## src/hw/rtl/maor_pkg.sv

```systemverilog
// ----------------------------------------------------------------------------
// maor_pkg
// Shared types and constants for the moving average with outlier rejection.
// ----------------------------------------------------------------------------
package maor_pkg;

  // Field and state widths.
  localparam int DEPTH_DEF = 64;
  localparam int DEPTH_MAX = 64;
  localparam int SAMPLE_W  = 24;
  localparam int SUM_W     = 30;
  localparam int SQSUM_W   = 53;
  localparam int MULT_W    = 4;
  localparam int LIMIT_W   = 8;
  localparam int REJ_W     = 8;
  localparam int AVG_W     = 32;
  localparam int FRAC_W    = 8;
  localparam int CFG_W     = 8;
  localparam int CFG_IDX_W = 1;

  // Divider sizes: count never exceeds DEPTH_MAX.
  localparam int CNT_W     = $clog2(DEPTH_MAX + 1);
  localparam int DVD_W     = SUM_W + FRAC_W;

  // Shared multiplier and wide compare widths.
  localparam int MUL_W     = 32;
  localparam int WIDE_W    = 2 * SUM_W - 1;
  localparam int M2_W      = 2 * MULT_W;
  localparam int RHS_W     = WIDE_W + M2_W;

  // Register reset values.
  localparam logic [MULT_W-1:0]  SIGMA_MULT_RST   = MULT_W'(3);
  localparam logic [LIMIT_W-1:0] REJECT_LIMIT_RST = LIMIT_W'(5);
  localparam logic [REJ_W-1:0]   REJ_MAX          = '1;

  // Configuration register indexes.
  localparam logic [CFG_IDX_W-1:0] REG_SIGMA_MULT   = CFG_IDX_W'(0);
  localparam logic [CFG_IDX_W-1:0] REG_REJECT_LIMIT = CFG_IDX_W'(1);

  // Sequencer states.
  typedef enum logic [3:0] {
    ST_IDLE,
    ST_CLR,
    ST_SQSUM,
    ST_SD,
    ST_P0,
    ST_P1,
    ST_V,
    ST_MM,
    ST_K0,
    ST_K1,
    ST_CMP,
    ST_SS,
    ST_OO,
    ST_UPD,
    ST_DIV,
    ST_OUT
  } state_t;

  // Divider request and result.
  typedef struct packed {
    logic              start;
    logic [DVD_W-1:0]  dividend;
    logic [CNT_W-1:0]  divisor;
  } div_req_t;

  typedef struct packed {
    logic              done;
    logic [AVG_W-1:0]  quot;
  } div_res_t;

endpackage

```

## src/hw/rtl/maor_div.sv

```systemverilog
// ----------------------------------------------------------------------------
// maor_div
// Bit-serial restoring divider: one quotient bit per cycle.
// ----------------------------------------------------------------------------
module maor_div
  import maor_pkg::*;
(
  input  logic     clk,
  input  logic     rst_n,
  input  div_req_t req,
  output div_res_t res
);

  localparam int STEP_W = $clog2(DVD_W);

  logic              busy_r;
  logic              done_r;
  logic [STEP_W-1:0] step_r;
  logic [CNT_W-1:0]  dvs_r;
  logic [CNT_W-1:0]  rem_r;
  logic [DVD_W-1:0]  dq_r;
  logic [CNT_W:0]    rem_sh;
  logic              q_bit;

  // Trial subtraction of the divisor from the shifted remainder.
  always_comb begin
    rem_sh = {rem_r, dq_r[DVD_W-1]};
    q_bit  = (rem_sh >= {1'b0, dvs_r});
  end

  // Control: busy for DVD_W steps, done pulses after the last one.
  always_ff @(posedge clk) begin
    if (!rst_n) begin
      busy_r <= 1'b0;
      done_r <= 1'b0;
      step_r <= '0;
    end else begin
      done_r <= 1'b0;
      if (req.start) begin
        busy_r <= 1'b1;
        step_r <= '0;
      end else if (busy_r) begin
        if (step_r == STEP_W'(DVD_W - 1)) begin
          busy_r <= 1'b0;
          done_r <= 1'b1;
        end
        step_r <= step_r + STEP_W'(1);
      end
    end
  end

  // Datapath: the dividend shifts out as the quotient shifts in.
  always_ff @(posedge clk) begin
    if (req.start) begin
      dq_r  <= req.dividend;
      dvs_r <= req.divisor;
      rem_r <= '0;
    end else if (busy_r) begin
      dq_r  <= {dq_r[DVD_W-2:0], q_bit};
      rem_r <= q_bit ? CNT_W'(rem_sh - {1'b0, dvs_r}) : rem_sh[CNT_W-1:0];
    end
  end

  assign res.done = done_r;
  assign res.quot = dq_r[AVG_W-1:0];

endmodule

```

## config.mk

```make
export PLATFORM = sky130hd
export DESIGN_NAME = maor_div
export DESIGN_NICKNAME = d
export VERILOG_FILES = /design/src/hw/rtl/maor_pkg.sv /design/src/hw/rtl/maor_div.sv
export SDC_FILE = /design/constraint.sdc
export NUM_CORES = 1
export LEC_CHECK = 0
export BUFFER_PORTS_ARGS = -buffer_cell sky130_fd_sc_hd__buf_2
export CELL_PAD_IN_SITES_DETAIL_PLACEMENT = 0
export CELL_PAD_IN_SITES_GLOBAL_PLACEMENT = 1
export CORE_ASPECT_RATIO = 1.4
export CORE_UTILIZATION = 45
export CTS_CLUSTER_DIAMETER = 60
export DETAILED_ROUTE_END_ITERATION = 10
export PLACE_DENSITY = 0.86
export SLEW_MARGIN = 40
export SYNTH_ARGS = -nofsm -noshare
export SYNTH_HDL_FRONTEND = slang
export SYNTH_SLANG_ARGS = --single-unit
```

## constraint.sdc

```tcl
create_clock -name clk -period 3.4 [get_ports clk]
set_input_delay 0.34 -clock clk [delete_from_list [all_inputs] [get_ports clk]]
set_output_delay 0.34 -clock clk [all_outputs]
set_load 0.05 [all_outputs]
```

Word level (Yosys, flattened, before mapping)
Cells that the tools add are included.
{ "op_classes": {"n_addsub": 2, "magnitude_cmp": 1, "muxes": 7, "bitwise": 2, "n_reduce_logical": 3, "n_eq_ne": 1} }
{ "ops": {"columns": ["op", "n"], "rows": [
  ["$mux W38", 2],
  ["$ge A8 B7 Y1", 1],
  ["$mux W7", 1],
  ["$sub A7 B7 Y7", 1],
  ["$add A6 B1 Y6 const B", 1],
  ["$eq A6 B6 Y1 const B", 1],
  ["$mux W1", 4],
  ["$reduce_or A3 Y1", 1],
  ["$not A1 Y1", 2],
  ["$reduce_bool A2 Y1", 1],
  ["$reduce_or A2 Y1", 1]
]} }
{ "word_totals": {"out_inout_bits": 33, "reg_bits": 60, "wordCells": 22} }

Logic depth before layout (Yosys ltp)
{ "depth": {"word_depth": 4, "mapped_depth": 9} }

Least setup slack after synthesis
OpenSTA, ideal clock, no wires.
{ "synth_path": {"path_type": "register to register", "startpoint": "register dvs_r[0]", "endpoint": "register rem_r[0]", "stages_incl_launch_ff": 9, "setup_slack_ps": 1253, "path_buffers": 2, "arrival_ps": 2059, "cell_sequence": "edfxtp_1 > ha_1 > fa_1 > nand2b_1 > a211o_1 > buf_6 > and3_1 > buf_6 > a311oi_2"} }
{ "synth_via": {"elab_chain_cells": 2, "elab_cells_between_ends": 3, "classes_between": "add/sub (1); order compare (1); mux (1)"} }
{ "synth_lines": {"columns": ["item", "line_no", "rtl"], "rows": [
  ["start: declaration", "maor_div.sv:19", "logic [CNT_W-1:0] dvs_r;"],
  ["start signal: assignment", "maor_div.sv:56", "dvs_r <= req.divisor;"],
  ["$sub A7 B7 Y7 / $ge A8 B7 Y1 (equally long branches)", "maor_div.sv:60, maor_div.sv:28", null],
  ["$mux W7 *", "maor_div.sv:60", "rem_r <= q_bit ? CNT_W'(rem_sh - {1'b0, dvs_r}) : rem_sh[CNT_W-1:0];"],
  ["end signal: assignment", "maor_div.sv:60", null],
  ["end: declaration", "maor_div.sv:20", "logic [CNT_W-1:0] rem_r;"]
]} }
Every way passes the cells marked *; elsewhere a longest branch is shown, timed or not.
A chain may end at the register's enable or synchronous reset.

Final worst setup path
Same ends and word-level chain as after synthesis.

==> flow_summary_export.csv <==
group,metric,value,unit
status,outcome,"finished clean",
setup_path,r2r.worst_path.cells,6,
clock_network,cts-buffers-inserted,9,
timing,final_critical_path_setup_slack,1100,ps
clock_network,postCtsSetupBuffers,0,
route,routed_via_density,5.00,
clock_network,holdBufCountCts,0,
power,p_per_cell_area,518,nW/um^2
route,drc,0,
setup_path,max_stage_delay_cell_worst_path,"fa_1",
route,wl_per_cell,14.1,um
clock_network,cts_tree,"built",
cells_and_area,drive_above_1_share,0.454,
worst_hold_path,worstHoldPathCells,1,
route,antenna_left,0,
yosys,synth.distinct_cells,45,
timing,slew_headroom,0.658,
grt,globalRoute.busiestLayer,"met2",
floorplanning,initial_utilization,0.463,
setup_path,worst_setup_path_end_kind,"register",
setup_path,timing.critical_path.from_type,"register",
grt,pin_count_of_the_biggest_net_entering_global_routing,39,
timing,rsz0062_at_grt,"no",
cells_and_area,num-fill-cells,636,
placed_design,finalWeightedCongestion,0.759,
cells_and_area,antenna-diode-count,0,
setup_path,r2r_slack,1100,ps
setup_path,crit-reg2reg-capture,"rem_r[0]",
power,vdd.ir_drop.worst,0.000363,V
cells_and_area,multi_input_comb_area,1200,sq um
worst_hold_path,hold_wc_startpoint,"req[4]",
floorplanning,floorplan.die.width,73.4,um
flow_run,max_cap_viol_count,0,
cells_and_area,final_cell_mix,"buf_2, edfxtp_1, mux2_2",
worst_hold_path,min_delay_worst_endpoint,"dvs_r[4]",
timing,final_hold_viol_count,0,
floorplanning,die_area,7480,sq um
yosys,post_synth_edffs,45,
route,route.vias.total,2039,
grt,grt.met3_usage,0.0513,
setup_path,reg2reg_from,"dvs_r[0]",
setup_path,crit_path_cell_trace,"ha_1, fa_1, nand2b_1, a211o_1, and3_1, a311oi_2",
yosys,netlist_instances,259,
grt,grt.met2_usage,0.275,
power,report.power.total,0.00187,W
yosys,netlist_area,3210,sq um
grt,antenna_found_initial,0,
route,post_route_wl,5770,um
cells_and_area,area_delta_synth_final,12.5,%
grt,grt_first_pass_wirelength,9270,um
cells_and_area,nNetsFinal,366,
yosys,synth.ff_latch_count,60,
yosys,synth.avg_cell_area,12.4,sq um
grt,grt_util_all_layers,0.169,
route,firstDrtPassIters,4,
setup_path,max_stage_delay,420,ps
setup_path,required,3650,ps
placed_design,dp_hpwl,4110,um
floorplanning,row_count,36,
grt,global_route.usage.met1,0.191,
timing,fin_tns_setup,0,ps
yosys,synthesis_warning_total,0,
cells_and_area,utilization,0.521,
clock_network,post_cts_resized,0,
yosys,synth.yosys.seq_area_share,0.515,
setup_path,path_buf_inv,0,
placed_design,place.port_buffers,80,
yosys,synth-async-reset-ratio,0,
setup_path,crit_path_class,"register to register",
cells_and_area,layout.cells.most_common,"buf_2",
route,drt-initial-drc-count,102,
timing,fmax_achieved,0.435,GHz
clock_network,cts-root-buf,"clkbuf_8",
clock_network,clk_pin_slew,70,ps
timing,layout_min_cycle_time,2300,ps
clock_network,worstSkewPairLatency,340,ps
worst_hold_path,hold_class,"input port to register",
power,p_leak,1.48,nW
clock_network,clock-sinks,60,
yosys,postSynthNetCount,317,
setup_path,cp.arrival,2550,ps
floorplanning,io_pins,81,
grt,via_count_of_the_first_global_routing_pass,2020,
clock_network,cts-htree-levels,3,
placed_design,place_worst_setup_slack,1110,ps
setup_path,cp_top_family,"compound AO/OA/AOI/OAI gates",
yosys,ys_dominant_reg_cell,"edfxtp_1",
floorplanning,floorplan.die.height,102,um
timing,final_min_period_over_clock_period,0.676,
timing,final_setup_fails,0,
timing,clock-skew-final,8.67,ps
timing,finalMaxSlewViolations,0,
cells_and_area,area.sequential,1650,sq um
timing,worst-slew-pin-transition,512,ps
setup_path,crit_path_max_fo,9,
clock_network,ctsLongestPathBuffers,2,
grt,globalRoute.totalOverflow,0,
floorplanning,coreArea,6940,sq um
==> how the worst max path moves through the flow <==
stage	slack (ps)	to	start	depth (start not counted)
6_report	1100	rem_r[0]	dvs_r[0]	6
5_1_grt	960	rem_r[0]	dvs_r[0]	6
3_5_place_dp	1110	rem_r[0]	dvs_r[0]	6
2_1_floorplan	1250	rem_r[0]	dvs_r[0]	8
4_1_cts	1090	rem_r[0]	dvs_r[0]	6
3_3_place_gp	1190	rem_r[2]	dvs_r[0]	6
==> layout make-up <==
type / instances / area share
sequential: 60 / 0.457
multi-input combinational: 141 / 0.332
timing repair buffer: 82 / 0.115
clock buffer: 14 / 0.0450
tap: 95 / 0.0329
inverter: 14 / 0.0146
clock inverter: 2 / 0.00277
==> stage by stage <==
stage          hold WS, ps  cell area, sq um  instances
2_1_floorplan          439              3210        259
3_3_place_gp           471              3440        392
3_5_place_dp           477              3440        392
4_1_cts                150              3610        408
5_1_grt                157              3610        408
6_report               173              3610        408
==> report_power, final <==
| part | internal (W) | leakage (nW) | switching, W |
|---|---|---|---|
| sequential | 0.000865 | 0.573 | 0.0000300 |
| clock | 0.000303 | 0.0905 | 0.000267 |
| combinational | 0.000138 | 0.814 | 0.000268 |
| total | 0.00131 | 1.48 | 0.000565 |
==> state kept, by name, indices dropped and copies added (netlist names) <==
signal  cells
rem_r       7
dq_r       38
busy_r      1
dvs_r       7
step_r      6
done_r      1
==> cell families after synthesis <==
family,after synthesis,synth area share
DFF,60,0.515
and+or+nand+nor,51,0.0858
AOI/OAI and AO/OA,35,0.0940
xor gates and xnor gates,7,0.0191
muxes,38,0.133
buffers and inverters,58,0.112
adders and majority gates,10,0.0413
==> synth_stat cells (all sizes together) (2+ instances only) <==
cell type  number  area (sq um)
nor2           12          45.0
o31ai           2          25.0
nor3b           6          45.0
o21a            2          15.0
a311oi          3          38.8
or3             2          12.5
dfxtp          15           300
nand2           8          30.0
nand2b          3          18.8
a41oi           4          35.0
xnor2           4          35.0
a211oi          4          42.5
clkbuf          6          22.5
xor2            3          26.3
edfxtp         45          1350
or2             4          25.0
nor2b           5          31.3
nor3            4          20.0
mux2           37           417
o21ai           5          25.0
nand4           5          31.3
ha              9           113
buf            38           285
o21bai          2          15.0
inv            14          52.6
a21oi           3          15.0
==> routing by layer <==
layer | vias up | part of all wire
met5 | - | 0
met4 | 0 | 0.038
met3 | 18 | 0.050
met2 | 58 | 0.51
met1 | 952 | 0.40
li1 | 1011 | -
Power figures use the tool's default switching activity.
